**src/rtl/core/tilt_ball_bounce_step_unit_defines.svh**
```systemverilog
// ----------------------------------------------------------------------------
// tilt ball bounce step unit assertion macros
// concurrent checks on the rising clock edge, held off while reset is low
// ----------------------------------------------------------------------------
`ifndef TILT_BALL_BOUNCE_STEP_UNIT_DEFINES_SVH
`define TILT_BALL_BOUNCE_STEP_UNIT_DEFINES_SVH

// same-cycle implication
`define TBBS_ASSERT_NOW(label, clk, rstn, ante, cons) \
    label: assert property (@(posedge clk) disable iff (!(rstn)) (ante) |-> (cons)) \
        else $error("tbbs check failed");

// next-cycle implication
`define TBBS_ASSERT_NEXT(label, clk, rstn, ante, cons) \
    label: assert property (@(posedge clk) disable iff (!(rstn)) (ante) |=> (cons)) \
        else $error("tbbs check failed");

`endif

```
**src/rtl/core/tbbs_pkg.sv**
```systemverilog
// ----------------------------------------------------------------------------
// tbbs_pkg
// types, microcode table and constants of the tilt ball bounce step unit
// ----------------------------------------------------------------------------
`default_nettype none

package tbbs_pkg;

    // field widths
    localparam int DT_W     = 10;
    localparam int TILT_W   = 8;
    localparam int POS_X_W  = 9;
    localparam int POS_Y_W  = 8;
    localparam int POS_W    = 10;
    localparam int VEL_W    = 32;
    localparam int GRAV_W   = 16;
    localparam int REB_W    = 9;
    localparam int STOP_W   = 16;
    localparam int SINE_W   = 16;
    localparam int MAG_W    = 7;

    // arithmetic widths
    localparam int T_W      = 22;
    localparam int MUL_A_W  = 32;
    localparam int MUL_B_W  = 28;
    localparam int PROD_W   = MUL_A_W + MUL_B_W;
    localparam int AMAG_W   = 24;
    localparam int ATMAG_W  = 30;
    localparam int VT_W     = 37;
    localparam int HALF_W   = 35;
    localparam int DAMP_W   = 32;
    localparam int SUM_W    = 40;
    localparam int P_W      = SUM_W - 16;
    localparam int VSUM_W   = 35;

    // physics constants
    localparam int TILT_MAX        = 70;
    localparam int ANGLE_FULL      = 90;
    localparam int SINE_STEP_MILLI = 17;
    localparam int TIME_DIV        = 30;
    localparam logic [MUL_B_W-1:0] TIME_RECIP = 28'd143165576;  // floor(2^32 / 30)

    // config port
    localparam int APB_ADDR_W = 4;
    localparam int REG_IDX_W  = 2;
    localparam logic [REG_IDX_W-1:0] REG_GRAVITY = 2'd0;
    localparam logic [REG_IDX_W-1:0] REG_REBOUND = 2'd1;
    localparam logic [REG_IDX_W-1:0] REG_STOP    = 2'd2;

    localparam logic [GRAV_W-1:0] GRAVITY_RST = 16'd2560;
    localparam logic [REB_W-1:0]  REBOUND_RST = 9'd128;
    localparam logic [STOP_W-1:0] STOP_RST    = 16'd256;
    localparam logic [POS_W-1:0]  BALL_X_RST  = 10'd160;
    localparam logic [POS_W-1:0]  BALL_Y_RST  = 10'd120;

    // sine of the angle that each saturated tilt magnitude maps to
    typedef logic [TILT_MAX:0][SINE_W-1:0] sine_rom_t;

    function automatic sine_rom_t build_sine_of_tilt();
        sine_rom_t   rom;
        logic [63:0] x;
        logic [63:0] x2;
        logic [63:0] term;
        logic [63:0] r;
        longint      sum;
        int          ang;
        for (int m = 0; m <= TILT_MAX; m++) begin
            ang  = (m * ANGLE_FULL) / TILT_MAX;
            x    = ((64'(ang) * 64'(SINE_STEP_MILLI)) << 30) / 64'd1000;
            x2   = (x * x) >> 30;
            term = x;
            sum  = longint'(x);
            for (int n = 1; n <= 7; n++) begin
                term = ((term * x2) >> 30) / 64'((2 * n) * (2 * n + 1));
                if ((n % 2) == 1) begin
                    sum = sum - longint'(term);
                end else begin
                    sum = sum + longint'(term);
                end
            end
            if (sum < 0) begin
                sum = 0;
            end
            r = (64'(sum) + 64'd8192) >> 14;
            rom[m] = (r > 64'd65535) ? 16'hFFFF : r[SINE_W-1:0];
        end
        return rom;
    endfunction

    localparam sine_rom_t SINE_OF_TILT = build_sine_of_tilt();

    // microcode fields
    localparam int STEP_W = 4;

    localparam logic [1:0] COND_NONE       = 2'd0;
    localparam logic [1:0] COND_WAIT_IN    = 2'd1;
    localparam logic [1:0] COND_OUT_BUSY   = 2'd2;
    localparam logic [1:0] COND_AXIS_FIRST = 2'd3;

    localparam logic [2:0] MA_X     = 3'd0;
    localparam logic [2:0] MA_GRAV  = 3'd1;
    localparam logic [2:0] MA_AMAG  = 3'd2;
    localparam logic [2:0] MA_VMAG  = 3'd3;
    localparam logic [2:0] MA_ATMAG = 3'd4;

    localparam logic [1:0] MB_RECIP = 2'd0;
    localparam logic [1:0] MB_SINE  = 2'd1;
    localparam logic [1:0] MB_TIME  = 2'd2;
    localparam logic [1:0] MB_REB   = 2'd3;

    localparam logic [3:0] WR_NONE  = 4'd0;
    localparam logic [3:0] WR_IN    = 4'd1;
    localparam logic [3:0] WR_T     = 4'd2;
    localparam logic [3:0] WR_AMAG  = 4'd3;
    localparam logic [3:0] WR_VT    = 4'd4;
    localparam logic [3:0] WR_AT    = 4'd5;
    localparam logic [3:0] WR_DAMP  = 4'd6;
    localparam logic [3:0] WR_HALF  = 4'd7;
    localparam logic [3:0] WR_SUM   = 4'd8;
    localparam logic [3:0] WR_POS   = 4'd9;
    localparam logic [3:0] WR_STATE = 4'd10;
    localparam logic [3:0] WR_OUT   = 4'd11;

    // program steps
    localparam logic [STEP_W-1:0] ST_WAIT  = 4'd0;
    localparam logic [STEP_W-1:0] ST_TMUL  = 4'd1;
    localparam logic [STEP_W-1:0] ST_TFIX  = 4'd2;
    localparam logic [STEP_W-1:0] ST_GMUL  = 4'd3;
    localparam logic [STEP_W-1:0] ST_VTMUL = 4'd4;
    localparam logic [STEP_W-1:0] ST_ATMUL = 4'd5;
    localparam logic [STEP_W-1:0] ST_DMUL  = 4'd6;
    localparam logic [STEP_W-1:0] ST_HMUL  = 4'd7;
    localparam logic [STEP_W-1:0] ST_HALF  = 4'd8;
    localparam logic [STEP_W-1:0] ST_SUM   = 4'd9;
    localparam logic [STEP_W-1:0] ST_POS   = 4'd10;
    localparam logic [STEP_W-1:0] ST_UPD   = 4'd11;
    localparam logic [STEP_W-1:0] ST_OUT   = 4'd12;

    typedef struct packed {
        logic [1:0]        cond;
        logic [STEP_W-1:0] target;
        logic              last;
        logic              mul_en;
        logic [2:0]        mul_a;
        logic [1:0]        mul_b;
        logic [3:0]        wr;
    } ctrl_t;

    function automatic ctrl_t ucode(input logic [STEP_W-1:0] step);
        ctrl_t w;
        w = '{cond: COND_NONE, target: ST_WAIT, last: 1'b0, mul_en: 1'b0,
              mul_a: MA_X, mul_b: MB_RECIP, wr: WR_NONE};
        unique case (step)
            ST_WAIT: begin
                w.cond   = COND_WAIT_IN;
                w.target = ST_WAIT;
                w.wr     = WR_IN;
            end
            ST_TMUL: begin
                w.mul_en = 1'b1;
                w.mul_a  = MA_X;
                w.mul_b  = MB_RECIP;
            end
            ST_TFIX: begin
                w.wr = WR_T;
            end
            ST_GMUL: begin
                w.mul_en = 1'b1;
                w.mul_a  = MA_GRAV;
                w.mul_b  = MB_SINE;
            end
            ST_VTMUL: begin
                w.wr     = WR_AMAG;
                w.mul_en = 1'b1;
                w.mul_a  = MA_VMAG;
                w.mul_b  = MB_TIME;
            end
            ST_ATMUL: begin
                w.wr     = WR_VT;
                w.mul_en = 1'b1;
                w.mul_a  = MA_AMAG;
                w.mul_b  = MB_TIME;
            end
            ST_DMUL: begin
                w.wr     = WR_AT;
                w.mul_en = 1'b1;
                w.mul_a  = MA_VMAG;
                w.mul_b  = MB_REB;
            end
            ST_HMUL: begin
                w.wr     = WR_DAMP;
                w.mul_en = 1'b1;
                w.mul_a  = MA_ATMAG;
                w.mul_b  = MB_TIME;
            end
            ST_HALF: begin
                w.wr = WR_HALF;
            end
            ST_SUM: begin
                w.wr = WR_SUM;
            end
            ST_POS: begin
                w.wr = WR_POS;
            end
            ST_UPD: begin
                w.wr     = WR_STATE;
                w.cond   = COND_AXIS_FIRST;
                w.target = ST_GMUL;
            end
            ST_OUT: begin
                w.wr     = WR_OUT;
                w.cond   = COND_OUT_BUSY;
                w.target = ST_OUT;
                w.last   = 1'b1;
            end
            default: begin
                w.last = 1'b1;
            end
        endcase
        return w;
    endfunction

endpackage

`default_nettype wire

```
**src/rtl/core/tilt_ball_bounce_step_unit.sv**
```systemverilog
// ----------------------------------------------------------------------------
// tilt_ball_bounce_step_unit: one ball physics step per input transaction
// accepts no new transaction until the last one has reached the output register;
// the work is a 13-step microprogram around one shared 32x28 multiplier
// whose 9-step axis routine runs once per axis; output waits stall the program
// synchronous active-low aresetn restores registers and ball state at once
// ----------------------------------------------------------------------------
`default_nettype none

`include "tilt_ball_bounce_step_unit_defines.svh"

module tilt_ball_bounce_step_unit #(
    parameter int BALL_RADIUS  = 8,
    parameter int FIELD_WIDTH  = 320,
    parameter int FIELD_HEIGHT = 240
) (
    input  wire logic                              aclk,
    input  wire logic                              aresetn,
    // input stream
    input  wire logic                              s_tvalid,
    output logic                                   s_tready,
    input  wire logic [31:0]                       s_tdata,   // dt_ticks, tilt_x, tilt_y
    // result stream
    output logic                                   m_tvalid,
    input  wire logic                              m_tready,
    output logic [23:0]                            m_tdata,   // pos_x, pos_y, hit_x, hit_y
    // config port
    input  wire logic                              psel,
    input  wire logic                              penable,
    input  wire logic                              pwrite,
    input  wire logic [tbbs_pkg::APB_ADDR_W-1:0]   paddr,
    input  wire logic [31:0]                       pwdata,
    output logic [31:0]                            prdata,
    output logic                                   pready
);

    // wall limits per axis: far wall test is p >= n-1-r, clamp at max(n-1-r, 0)
    localparam int FAR_LIM_X = FIELD_WIDTH - 1 - BALL_RADIUS;
    localparam int FAR_LIM_Y = FIELD_HEIGHT - 1 - BALL_RADIUS;
    localparam int FAR_POS_X = (FAR_LIM_X < 0) ? 0 : FAR_LIM_X;
    localparam int FAR_POS_Y = (FAR_LIM_Y < 0) ? 0 : FAR_LIM_Y;

    // ------------------------------------------------------------------
    // config registers
    // ------------------------------------------------------------------
    logic [tbbs_pkg::GRAV_W-1:0] gravity_reg;
    logic [tbbs_pkg::REB_W-1:0]  rebound_reg;
    logic [tbbs_pkg::STOP_W-1:0] stop_reg;
    logic                        cfg_wr;

    assign pready = 1'b1;
    assign cfg_wr = psel && penable && pwrite && pready;

    always_ff @(posedge aclk) begin
        if (!aresetn) begin
            gravity_reg <= tbbs_pkg::GRAVITY_RST;
            rebound_reg <= tbbs_pkg::REBOUND_RST;
            stop_reg    <= tbbs_pkg::STOP_RST;
        end else if (cfg_wr) begin
            unique case (paddr[3:2])
                tbbs_pkg::REG_GRAVITY: gravity_reg <= pwdata[tbbs_pkg::GRAV_W-1:0];
                tbbs_pkg::REG_REBOUND: rebound_reg <= pwdata[tbbs_pkg::REB_W-1:0];
                tbbs_pkg::REG_STOP:    stop_reg    <= pwdata[tbbs_pkg::STOP_W-1:0];
                default: begin
                    // unmapped address, write dropped
                end
            endcase
        end
    end

    // register readback
    always_comb begin
        unique case (paddr[3:2])
            tbbs_pkg::REG_GRAVITY: prdata = {16'b0, gravity_reg};
            tbbs_pkg::REG_REBOUND: prdata = {23'b0, rebound_reg};
            tbbs_pkg::REG_STOP:    prdata = {16'b0, stop_reg};
            default:               prdata = 32'b0;
        endcase
    end

    // ------------------------------------------------------------------
    // sequencer: step counter plus control word from the microcode table
    // ------------------------------------------------------------------
    logic [tbbs_pkg::STEP_W-1:0] step_reg;
    logic [tbbs_pkg::STEP_W-1:0] step_next;
    tbbs_pkg::ctrl_t             ctrl;
    logic                        axis_reg;      // 0 = x axis, 1 = y axis
    logic                        m_tvalid_reg;
    logic                        cond_hit;
    logic                        hold;
    logic                        go;

    assign ctrl = tbbs_pkg::ucode(step_reg);

    always_comb begin
        case (ctrl.cond)
            tbbs_pkg::COND_WAIT_IN:    cond_hit = !s_tvalid;
            tbbs_pkg::COND_OUT_BUSY:   cond_hit = m_tvalid_reg && !m_tready;
            tbbs_pkg::COND_AXIS_FIRST: cond_hit = !axis_reg;
            default:                   cond_hit = 1'b0;
        endcase
    end

    // wait conditions loop on their own step, the axis condition branches back
    assign hold = cond_hit && (ctrl.cond == tbbs_pkg::COND_WAIT_IN ||
                               ctrl.cond == tbbs_pkg::COND_OUT_BUSY);
    assign go   = !hold;

    always_comb begin
        if (cond_hit) begin
            step_next = ctrl.target;
        end else if (ctrl.last) begin
            step_next = tbbs_pkg::ST_WAIT;
        end else begin
            step_next = step_reg + tbbs_pkg::STEP_W'(1);
        end
    end

    // ready only in the wait step; a pending result does not block it
    assign s_tready = (ctrl.cond == tbbs_pkg::COND_WAIT_IN);

    always_ff @(posedge aclk) begin
        if (!aresetn) begin
            step_reg <= tbbs_pkg::ST_WAIT;
            axis_reg <= 1'b0;
        end else begin
            step_reg <= step_next;
            if (go && ctrl.wr == tbbs_pkg::WR_STATE) begin
                axis_reg <= ~axis_reg;
            end
        end
    end

    // ------------------------------------------------------------------
    // input latch
    // ------------------------------------------------------------------
    logic        [tbbs_pkg::DT_W-1:0]   dt_reg;
    logic signed [tbbs_pkg::TILT_W-1:0] tilt_reg [0:1];

    always_ff @(posedge aclk) begin
        if (go && ctrl.wr == tbbs_pkg::WR_IN) begin
            dt_reg      <= s_tdata[9:0];
            tilt_reg[0] <= s_tdata[17:10];
            tilt_reg[1] <= s_tdata[25:18];
        end
    end

    // ------------------------------------------------------------------
    // ball state per axis
    // ------------------------------------------------------------------
    logic        [tbbs_pkg::POS_W-1:0] pos_reg    [0:1];
    logic signed [tbbs_pkg::VEL_W-1:0] vel_reg    [0:1];
    logic                              bounce_reg [0:1];
    logic                              hit_reg    [0:1];

    // current axis velocity, sign and true magnitude (min int is 2^31)
    logic signed [tbbs_pkg::VEL_W-1:0] vel_cur;
    logic                              v_neg;
    logic        [tbbs_pkg::VEL_W-1:0] v_mag;

    assign vel_cur = vel_reg[axis_reg];
    assign v_neg   = vel_cur[tbbs_pkg::VEL_W-1];
    assign v_mag   = v_neg ? tbbs_pkg::VEL_W'(-vel_cur) : vel_cur;

    // ------------------------------------------------------------------
    // tilt to sine lookup, tilt saturates at +-70
    // ------------------------------------------------------------------
    logic signed [tbbs_pkg::TILT_W-1:0] tilt_cur;
    logic                               a_neg;
    logic        [tbbs_pkg::TILT_W-1:0] tilt_abs;
    logic        [tbbs_pkg::MAG_W-1:0]  tilt_mag;
    logic        [tbbs_pkg::SINE_W-1:0] sine_val;

    assign tilt_cur = tilt_reg[axis_reg];
    assign a_neg    = tilt_cur[tbbs_pkg::TILT_W-1];
    assign tilt_abs = a_neg ? tbbs_pkg::TILT_W'(-tilt_cur) : tilt_cur;
    assign tilt_mag = (tilt_abs > tbbs_pkg::TILT_W'(tbbs_pkg::TILT_MAX)) ?
                      tbbs_pkg::MAG_W'(tbbs_pkg::TILT_MAX) : tilt_abs[tbbs_pkg::MAG_W-1:0];
    assign sine_val = tbbs_pkg::SINE_OF_TILT[tilt_mag];

    // ------------------------------------------------------------------
    // shared multiplier, all operands are magnitudes, signs tracked apart
    // ------------------------------------------------------------------
    logic [tbbs_pkg::PROD_W-1:0]  prod_reg;
    logic [tbbs_pkg::T_W-1:0]     t_reg;
    logic [tbbs_pkg::AMAG_W-1:0]  a_mag_reg;
    logic [tbbs_pkg::ATMAG_W-1:0] at_mag_reg;
    logic [tbbs_pkg::VT_W-1:0]    vt_mag_reg;
    logic [tbbs_pkg::DAMP_W-1:0]  damp_mag_reg;
    logic [tbbs_pkg::HALF_W-1:0]  half_mag_reg;
    logic [tbbs_pkg::MUL_A_W-1:0] mul_a_val;
    logic [tbbs_pkg::MUL_B_W-1:0] mul_b_val;

    always_comb begin
        unique case (ctrl.mul_a)
            tbbs_pkg::MA_X:     mul_a_val = {6'b0, dt_reg, 16'b0};
            tbbs_pkg::MA_GRAV:  mul_a_val = {16'b0, gravity_reg};
            tbbs_pkg::MA_AMAG:  mul_a_val = {8'b0, a_mag_reg};
            tbbs_pkg::MA_VMAG:  mul_a_val = v_mag;
            tbbs_pkg::MA_ATMAG: mul_a_val = {2'b0, at_mag_reg};
            default:            mul_a_val = '0;
        endcase
    end

    always_comb begin
        unique case (ctrl.mul_b)
            tbbs_pkg::MB_RECIP: mul_b_val = tbbs_pkg::TIME_RECIP;
            tbbs_pkg::MB_SINE:  mul_b_val = {12'b0, sine_val};
            tbbs_pkg::MB_TIME:  mul_b_val = {6'b0, t_reg};
            tbbs_pkg::MB_REB:   mul_b_val = {19'b0, rebound_reg};
            default:            mul_b_val = '0;
        endcase
    end

    always_ff @(posedge aclk) begin
        if (go && ctrl.mul_en) begin
            prod_reg <= {28'b0, mul_a_val} * {32'b0, mul_b_val};
        end
    end

    // ------------------------------------------------------------------
    // t = floor(dt * 2^16 / 30): reciprocal estimate is low by at most one
    // ------------------------------------------------------------------
    logic [25:0]              x_val;
    logic [tbbs_pkg::T_W-1:0] q_est;
    logic [26:0]              q_x30;
    logic [26:0]              q_rem;
    logic [tbbs_pkg::T_W-1:0] t_next;

    assign x_val  = {dt_reg, 16'b0};
    assign q_est  = prod_reg[53:32];
    assign q_x30  = {q_est, 5'b0} - {4'b0, q_est, 1'b0};
    assign q_rem  = {1'b0, x_val} - q_x30;
    assign t_next = (q_rem >= 27'(tbbs_pkg::TIME_DIV)) ? q_est + tbbs_pkg::T_W'(1) : q_est;

    // ------------------------------------------------------------------
    // displacement sum and candidate position, both round toward zero
    // ------------------------------------------------------------------
    logic signed [tbbs_pkg::SUM_W-1:0] sum_reg;
    logic signed [tbbs_pkg::SUM_W-1:0] pos_ext;
    logic signed [tbbs_pkg::SUM_W-1:0] vt_s;
    logic signed [tbbs_pkg::SUM_W-1:0] half_s;
    logic signed [tbbs_pkg::SUM_W-1:0] sum_next;
    logic        [tbbs_pkg::SUM_W-1:0] sum_abs;
    logic        [tbbs_pkg::P_W-1:0]   p_mag;
    logic signed [tbbs_pkg::P_W-1:0]   p_next;
    logic signed [tbbs_pkg::P_W-1:0]   p_reg;

    assign pos_ext  = $signed({14'b0, pos_reg[axis_reg], 16'b0});
    assign vt_s     = v_neg ? -$signed({3'b0, vt_mag_reg}) : $signed({3'b0, vt_mag_reg});
    assign half_s   = a_neg ? -$signed({5'b0, half_mag_reg}) : $signed({5'b0, half_mag_reg});
    assign sum_next = pos_ext + vt_s + half_s;

    assign sum_abs = sum_reg[tbbs_pkg::SUM_W-1] ? tbbs_pkg::SUM_W'(-sum_reg) : sum_reg;
    assign p_mag   = sum_abs[tbbs_pkg::SUM_W-1:16];
    assign p_next  = sum_reg[tbbs_pkg::SUM_W-1] ? -$signed(p_mag) : $signed(p_mag);

    // ------------------------------------------------------------------
    // wall tests and velocity update
    // ------------------------------------------------------------------
    logic signed [tbbs_pkg::P_W-1:0]    far_lim;
    logic signed [tbbs_pkg::P_W-1:0]    near_lim;
    logic        [tbbs_pkg::POS_W-1:0]  far_pos;
    logic                               wall_far;
    logic                               wall_hit;
    logic signed [30:0]                 at_s;
    logic signed [33:0]                 neg_damp;
    logic signed [tbbs_pkg::VSUM_W-1:0] bounce_sum;
    logic signed [tbbs_pkg::VSUM_W-1:0] coast_sum;
    logic                               stop_now;

    assign far_lim  = axis_reg ? tbbs_pkg::P_W'(FAR_LIM_Y) : tbbs_pkg::P_W'(FAR_LIM_X);
    assign near_lim = tbbs_pkg::P_W'(BALL_RADIUS);
    assign far_pos  = axis_reg ? tbbs_pkg::POS_W'(FAR_POS_Y) : tbbs_pkg::POS_W'(FAR_POS_X);
    assign wall_far = (p_reg >= far_lim);
    assign wall_hit = wall_far || (p_reg < near_lim);

    assign at_s       = a_neg ? -$signed({1'b0, at_mag_reg}) : $signed({1'b0, at_mag_reg});
    assign neg_damp   = v_neg ? $signed({2'b0, damp_mag_reg}) : -$signed({2'b0, damp_mag_reg});
    assign bounce_sum = {neg_damp[33], neg_damp} + {{4{at_s[30]}}, at_s};
    assign coast_sum  = {{3{vel_cur[31]}}, vel_cur} + {{4{at_s[30]}}, at_s};
    assign stop_now   = bounce_reg[axis_reg] && (v_mag < {8'b0, stop_reg, 8'b0});

    function automatic logic signed [tbbs_pkg::VEL_W-1:0] sat_vel(
        input logic signed [tbbs_pkg::VSUM_W-1:0] v
    );
        logic same_top;
        same_top = (v[tbbs_pkg::VSUM_W-1:tbbs_pkg::VEL_W-1] == '0) ||
                   (v[tbbs_pkg::VSUM_W-1:tbbs_pkg::VEL_W-1] == '1);
        if (same_top) begin
            return v[tbbs_pkg::VEL_W-1:0];
        end else if (v[tbbs_pkg::VSUM_W-1]) begin
            return 32'sh8000_0000;
        end else begin
            return 32'sh7FFF_FFFF;
        end
    endfunction

    // ------------------------------------------------------------------
    // datapath writeback, selected by the control word
    // ------------------------------------------------------------------
    always_ff @(posedge aclk) begin
        if (go) begin
            case (ctrl.wr)
                tbbs_pkg::WR_T:    t_reg        <= t_next;
                tbbs_pkg::WR_AMAG: a_mag_reg    <= prod_reg[31:8];
                tbbs_pkg::WR_VT:   vt_mag_reg   <= prod_reg[52:16];
                tbbs_pkg::WR_AT:   at_mag_reg   <= prod_reg[45:16];
                tbbs_pkg::WR_DAMP: damp_mag_reg <= prod_reg[39:8];
                tbbs_pkg::WR_HALF: half_mag_reg <= prod_reg[51:17];
                tbbs_pkg::WR_SUM:  sum_reg      <= sum_next;
                tbbs_pkg::WR_POS:  p_reg        <= p_next;
                default: begin
                    // no datapath write in this step
                end
            endcase
        end
    end

    always_ff @(posedge aclk) begin
        if (!aresetn) begin
            pos_reg[0]    <= tbbs_pkg::BALL_X_RST;
            pos_reg[1]    <= tbbs_pkg::BALL_Y_RST;
            vel_reg[0]    <= '0;
            vel_reg[1]    <= '0;
            bounce_reg[0] <= 1'b0;
            bounce_reg[1] <= 1'b0;
            hit_reg[0]    <= 1'b0;
            hit_reg[1]    <= 1'b0;
        end else if (go && ctrl.wr == tbbs_pkg::WR_STATE) begin
            if (wall_hit) begin
                // clamp at the wall, reflect and damp
                pos_reg[axis_reg]    <= wall_far ? far_pos : tbbs_pkg::POS_W'(BALL_RADIUS);
                vel_reg[axis_reg]    <= sat_vel(bounce_sum);
                bounce_reg[axis_reg] <= 1'b1;
                hit_reg[axis_reg]    <= 1'b1;
            end else begin
                pos_reg[axis_reg] <= p_reg[tbbs_pkg::POS_W-1:0];
                hit_reg[axis_reg] <= 1'b0;
                if (stop_now) begin
                    // slow after a bounce: come to rest
                    vel_reg[axis_reg]    <= '0;
                    bounce_reg[axis_reg] <= 1'b0;
                end else begin
                    vel_reg[axis_reg] <= sat_vel(coast_sum);
                end
            end
        end
    end

    // ------------------------------------------------------------------
    // output register, holds a result while the next item is worked on
    // ------------------------------------------------------------------
    logic [23:0] m_tdata_reg;

    always_ff @(posedge aclk) begin
        if (!aresetn) begin
            m_tvalid_reg <= 1'b0;
        end else begin
            if (m_tready) begin
                m_tvalid_reg <= 1'b0;
            end
            if (go && ctrl.wr == tbbs_pkg::WR_OUT) begin
                m_tvalid_reg <= 1'b1;
            end
        end
    end

    always_ff @(posedge aclk) begin
        if (go && ctrl.wr == tbbs_pkg::WR_OUT) begin
            m_tdata_reg <= {5'b0, hit_reg[1], hit_reg[0],
                            pos_reg[1][tbbs_pkg::POS_Y_W-1:0],
                            pos_reg[0][tbbs_pkg::POS_X_W-1:0]};
        end
    end

    assign m_tvalid = m_tvalid_reg;
    assign m_tdata  = m_tdata_reg;

    // ------------------------------------------------------------------
    // assertions
    // ------------------------------------------------------------------
    `TBBS_ASSERT_NEXT(a_accept_starts, aclk, aresetn, s_tvalid && s_tready, step_reg == tbbs_pkg::ST_TMUL)
    `TBBS_ASSERT_NOW(a_wait_on_x, aclk, aresetn, step_reg == tbbs_pkg::ST_WAIT, !axis_reg)
    `TBBS_ASSERT_NEXT(a_axis_flips, aclk, aresetn, step_reg == tbbs_pkg::ST_UPD, axis_reg != $past(axis_reg))
    `TBBS_ASSERT_NOW(a_out_from_step, aclk, aresetn, $rose(m_tvalid_reg), $past(step_reg) == tbbs_pkg::ST_OUT)

endmodule

`default_nettype wire

```
**config.mk**
```make
export PLATFORM = sky130hd
export DESIGN_NAME = tilt_ball_bounce_step_unit
export DESIGN_NICKNAME = d
export VERILOG_FILES = /design/src/rtl/core/tbbs_pkg.sv /design/src/rtl/core/tilt_ball_bounce_step_unit.sv
export VERILOG_INCLUDE_DIRS = /design/src /design/src/rtl/core
export SDC_FILE = /design/constraint.sdc
export NUM_CORES = 2
export LEC_CHECK = 0
export BUFFER_PORTS_ARGS = -buffer_cell sky130_fd_sc_hd__buf_2
export CAP_MARGIN = 15
export CORE_UTILIZATION = 59
export CTS_CLUSTER_SIZE = 12
export DETAILED_ROUTE_END_ITERATION = 6
export PLACE_DENSITY = 0.91
export RECOVER_POWER = 25
export REMOVE_ABC_BUFFERS = 1
export SLEW_MARGIN = 20
export SYNTH_ARGS = -nofsm -noshare
export SYNTH_HDL_FRONTEND = slang
export SYNTH_SLANG_ARGS = --single-unit
```
**constraint.sdc**
```tcl
create_clock -name aclk -period 13.8 [get_ports aclk]
set_clock_uncertainty 0.1 [all_clocks]
set_input_delay 2.76 -clock aclk [delete_from_list [all_inputs] [get_ports aclk]]
set_output_delay 2.76 -clock aclk [all_outputs]
set_load 0.01 [all_outputs]
```
**After elaboration in Yosys (flattened, before gate mapping)**

Memories as Yosys holds them, arrays and structs flattened. A register that Yosys moved wholly into a read port is not among the register bits.
Index checks and enable logic that the tools add are counted.

- Div/mod/pow operators: 0
- Multiply operators: 1
- $add $sub $neg: 16
- Reduce and logical (&&, ||, !) cells: 40
- $lt $le $gt $ge: 6
- Shift-type cells: 0
- Multiplexer cells: 82
- Equality and inequality tests: 37
- Bitwise gates (word level): 7

Operators by type and width:

| operator | count |
|---|---|
| 32-bit 2-to-1 mux | 15 |
| 32-bit one-hot mux with 5 select lines | 1 |
| 40-bit 2-to-1 mux | 3 |
| 28-bit one-hot mux with 4 select lines | 1 |
| 32-bit by 28-bit multiplier with 54-bit output | 1 |
| 16-bit one-hot mux with 3 select lines | 1 |
| 4-bit equality test, second input constant | 11 |
| 4-bit one-hot mux with 11 select lines | 1 |
| 1-bit 2-to-1 mux | 43 |
| 27-bit by 40-bit adder with 40-bit output | 1 |
| 40-bit adder | 1 |
| 35-bit negator with 40-bit output | 1 |
| 37-bit negator with 40-bit output | 1 |
| 40-bit negator | 1 |
| 6-bit one-hot mux with 6 select lines | 1 |
| 34-bit by 31-bit adder with 35-bit output | 1 |
| 34-bit 2-to-1 mux | 1 |
| 32-bit negator with 34-bit output | 1 |
| 32-bit by 31-bit adder with 33-bit output | 1 |
| 4-bit by 3-bit equality test with 1-bit output, second input constant | 8 |
| 32-bit by 24-bit < comparator with 1-bit output | 1 |
| 32-bit negator | 1 |
| 32-bit OR reduction | 1 |
| 31-bit 2-to-1 mux | 1 |
| 42 further kinds | 90 |

- RAM bits: 104
- Bits in read-only memories: 2048
- Word-level logic and storage cells: 211
- Memories kept: 6
- Output and inout port bits: 59
- Bits in latches: 0
- Register bits after elaboration: 355
- Input bits: 75

Memory list:

| name | words | width | read ports | clocked after memory_dff | wr ports | line | text |
|---|---|---|---|---|---|---|---|
| (no name shown) | 128 | 16 | 1 | 0 | 0 | tilt_ball_bounce_step_unit.sv:179 | `assign sine_val = tbbs_pkg::SINE_OF_TILT[tilt_mag];` |
| vel_reg | 2 | 32 | 1 | 1 | 2 | tilt_ball_bounce_step_unit.sv:152 | `logic signed [tbbs_pkg::VEL_W-1:0] vel_reg [0:1];` |
| pos_reg | 2 | 10 | 3 | 3 | 2 | tilt_ball_bounce_step_unit.sv:151 | `logic [tbbs_pkg::POS_W-1:0] pos_reg [0:1];` |
| tilt_reg | 2 | 8 | 1 | 1 | 2 | tilt_ball_bounce_step_unit.sv:138 | `logic signed [tbbs_pkg::TILT_W-1:0] tilt_reg [0:1];` |
| bounce_reg | 2 | 1 | 1 | 1 | 2 | tilt_ball_bounce_step_unit.sv:153 | `logic bounce_reg [0:1];` |
| hit_reg | 2 | 1 | 2 | 2 | 2 | tilt_ball_bounce_step_unit.sv:154 | `logic hit_reg [0:1];` |

**Longest topological paths before layout**

- Depth in word-level cells: 14
- Mapped depth: 58
- Depth with buffers taken out: 48

**Least setup slack after synthesis**

No wires, ideal clock.

- Kind: reg2reg
- From: reg (tool-made name)
- To: reg prod_reg[52] in the netlist's numbering (data pin)
- Buffers on the path: 13
- Stages on the path, launching flop included: 55
- Required time: 13.524 ns
- Slack: 0.382 ns
- Arrival time: 13.142 ns
- Setup time: 0.176 ns
- Period minus slack after synthesis: 13.418 ns
- Path through: dfxtp_1 > buf_6 > buf_6 > buf_4 > buf_4 > clkbuf_1 > buf_2 > buf_1 > clkbuf_1 > mux2i_1 > ha_1 > or4bb_1 > and3_4 > nor4b_4 > nor4_2 > or2_1 > or3_1 > clkbuf_1 > (+19 left out) > fa_1 > inv_1 > fa_1 > inv_1 > ha_1 > clkbuf_1 > a21o_1 > a21o_1 > a21oi_1 > nor2_1 > a211oi_1 > o31ai_1 > a21oi_1 > o21a_1 > o31a_1 > o31ai_4 > or4b_2 > o311ai_2

RTL lines:

| element | line | text |
|---|---|---|
| end signal: assignment | tilt_ball_bounce_step_unit.sv:217 | `prod_reg <= {28'b0, mul_a_val} * {32'b0, mul_b_val};` |
| end: declaration | tilt_ball_bounce_step_unit.sv:184 | `logic [tbbs_pkg::PROD_W-1:0] prod_reg;` |

==> flow_summary.json <==
{
  "core_area_um2": 95600,
  "gp_congestion": 1.04,
  "synth-edff-count": 419,
  "ios": 134,
  "start_util": 0.599,
  "cts.path.max_buffers": 3,
  "fin_crit_sh": 0.971,
  "area_growth_pct": 7.21,
  "ys_types": 97,
  "clock_latency_ps": 660,
  "crit_top_cell": "fa_1",
  "cp_max_fo": 36,
  "hold_end": "m_tdata[17]$_DFFE_PP_",
  "drt_pre_antenna_iters": 7,
  "port_buffers": 87,
  "multiInputGateArea_um2": 39200,
  "worstMarginPinSlew_ps": 1380,
  "hold_viol_final": 0,
  "drt-total-wl_um": 177000,
  "wl_met2_um": 78600,
  "max_freq_mhz": 74.6,
  "synth_top_flop_cell": "edfxtp_1",
  "violations": "design-rule violations",
  "synthTopCellsByCount": "1028 x inv_1, 671 x fa_1, 629 x nand2_1",
  "wl_met3_um": 24300,
  "cts_num_sinks": 471,
  "critPathCaptureType": "flip-flop",
  "vias_per_cell": 6.34,
  "critPathRequiredTime_ps": 14190,
  "synth_seq_area_share": 0.238,
  "postCtsSetupBuffers": 0,
  "synth.avg_cell_area_um2": 9.18,
  "async_reset_ff_frac": 0,
  "syn_area_um2": 57300,
  "rsz0062_at_grt": "no",
  "yosys-top-cells-area": "fa_1 23%, edfxtp_1 22%, ha_1 9.7%",
  "crit_type": "flip-flop to flip-flop",
  "cts.clk_slew.worst_paths_ps": 80,
  "yosysWarnings": 0,
  "dp_cells": 7510,
  "dieArea_um2": 98300,
  "fin_crit_ps": 13400,
  "whs_path_depth": 0,
  "reg2regPathDepth": 43,
  "slew_headroom": 0.0798,
  "grt_pass1_wl_um": 271000,
  "max-cap-violations": 0,
  "htreeDepth": 2,
  "first_iter_violations": 5755,
  "status": "finished with violations",
  "yosysMostFrequentCell": "inv_1",
  "clockRootBuffer": "clkbuf_16",
  "drv_slew": 0,
  "highest_layer": "met5",
  "grt_usage": 0.360,
  "die_width_um": 314,
  "largest_reg_flops": 64,
  "arrival_ps": 13790,
  "finalSetupTns_ps": 0,
  "grt_overflow": 0,
  "fin_cells": 7611,
  "r2r_slack_ps": 400,
  "cts.repair.resized": 0,
  "std_cell_rows": 113,
  "grt_pass1_vias": 49000,
  "routedWlPerCell_um": 23.3,
  "ctsHoldBuffers": 0,
  "cts_tree": "done",
  "slowest_delay_ps": 660,
  "layout.nets": 7489,
  "hold_class": "flip-flop to flip-flop",
  "crit_path_top_delay_cell": "or4b_2",
  "dp.final_hpwl_um": 136000,
  "yosysTopAreaCell": "fa_1",
  "hold_path_startpoint": "hit_reg[0]$_DFF_P_",
  "cts_buffers": 50,
  "fp.dieH_um": 314,
  "grt_max_degree": 57,
  "nFillCells": 7156,
  "worstSetupStartpointType": "flip-flop",
  "vias": 48200,
  "drive_gt1_frac": 0.0681,
  "seq_area_um2": 13600,
  "antenna_found_initial": 6,
  "synth_top_area_frac": 0.235,
  "setup_viol": 0,
  "wl_met1_um": 59600,
  "reg2reg_to": "prod_reg[52]$_DFFE_PP_",
  "synth_seq_cells": 471,
  "antenna_left": 0,
  "syn_inst": 6240,
  "drc": 17
}
[area by class of cell]
type | instances | area share
repair buffers | 225 | 0.0244
flip-flops and latches | 471 | 0.222
clock buffers | 82 | 0.0240
inverters | 1031 | 0.0630
well taps | 1265 | 0.0258
multi-input cells | 4519 | 0.638
clock inverters | 12 | 0.00314
diodes | 6 | 0.000244
[cell usage in the layout (no fill, tap or decap), types with 53 or more instances in the layout]
master	Yosys	routed
a221o_1	73	73
ha_1	445	445
xor2_1	124	124
nand3_1	74	74
nor2_1	605	593
mux2i_1	63	62
edfxtp_1	419	419
and2_1	55	53
a21oi_1	267	264
o21ai_0	187	185
nor3_1	102	98
nand2b_1	77	77
fa_1	671	671
conb_1	2	60
buf_2	10	86
a21o_1	77	77
inv_1	1028	1028
nand2_1	629	628
xnor2_1	232	232
buf_4	24	135
[worst max-delay path: cells and delay by family, from the launching register on]
kind / cells / cell delay, ps
buffers and inverters: 6 / 970
multiplexers: 1 / 380
adder cells (fa/ha/maj): 10 / 4810
flip-flops: 1 / 470
AO/OA/AOI/OAI: 17 / 3920
AND/OR/NAND/NOR: 9 / 2540
[per-stage QoR]
| step | instance area [um^2] | hold WS [ps] | worst slack, ps | utilization |
|---|---|---|---|---|
| CTS | 61300 | 338 | 621 | 0.642 |
| finish | 61400 | 337 | 398 | 0.643 |
| global route | 61400 | 351 | 15.0 | 0.642 |
| floorplan | 56300 | 308 | -1130 | - |
| global placement | 59700 | 319 | 786 | 0.624 |
| detailed placement | 59700 | 324 | 671 | 0.624 |
[worst max-delay path by stage]
stage | from | to | slack, ps | cells past startpoint
2_1_floorplan | flip-flop | prod_reg[52]$_DFFE_PP_ | -1130 | 42
3_3_place_gp | flip-flop | prod_reg[52]$_DFFE_PP_ | 790 | 45
3_5_place_dp | flip-flop | prod_reg[53]$_DFFE_PP_ | 670 | 44
4_1_cts | flip-flop | prod_reg[52]$_DFFE_PP_ | 620 | 43
5_1_grt | flip-flop | prod_reg[52]$_DFFE_PP_ | 20 | 46
6_report | flip-flop | prod_reg[52]$_DFFE_PP_ | 400 | 43
[kinds of logic after synthesis]
| group | after synthesis | share of synthesized area |
|---|---|---|
| AO/OA/AOI/OAI | 1037 | 0.123 |
| XOR/XNOR | 356 | 0.0544 |
| adder cells (fa/ha/maj) | 1116 | 0.332 |
| buffers and inverters | 1308 | 0.0879 |
| flip-flops | 471 | 0.238 |
| multiplexers | 90 | 0.0164 |
| other | 2 | 0.000131 |
| AND/OR/NAND/NOR | 1860 | 0.149 |
[per-layer routing]
| metal | up-vias | global-route usage |
|---|---|---|
| li1 | 20700 | - |
| met1 | 23100 | 0.423 |
| met2 | 3462 | 0.565 |
| met3 | 962 | 0.114 |
| met4 | 6 | 0.243 |
| met5 | - | 0 |
Power is not shown: default switching activity piles up to over one toggle a cycle in this logic, so the estimate is an artifact.
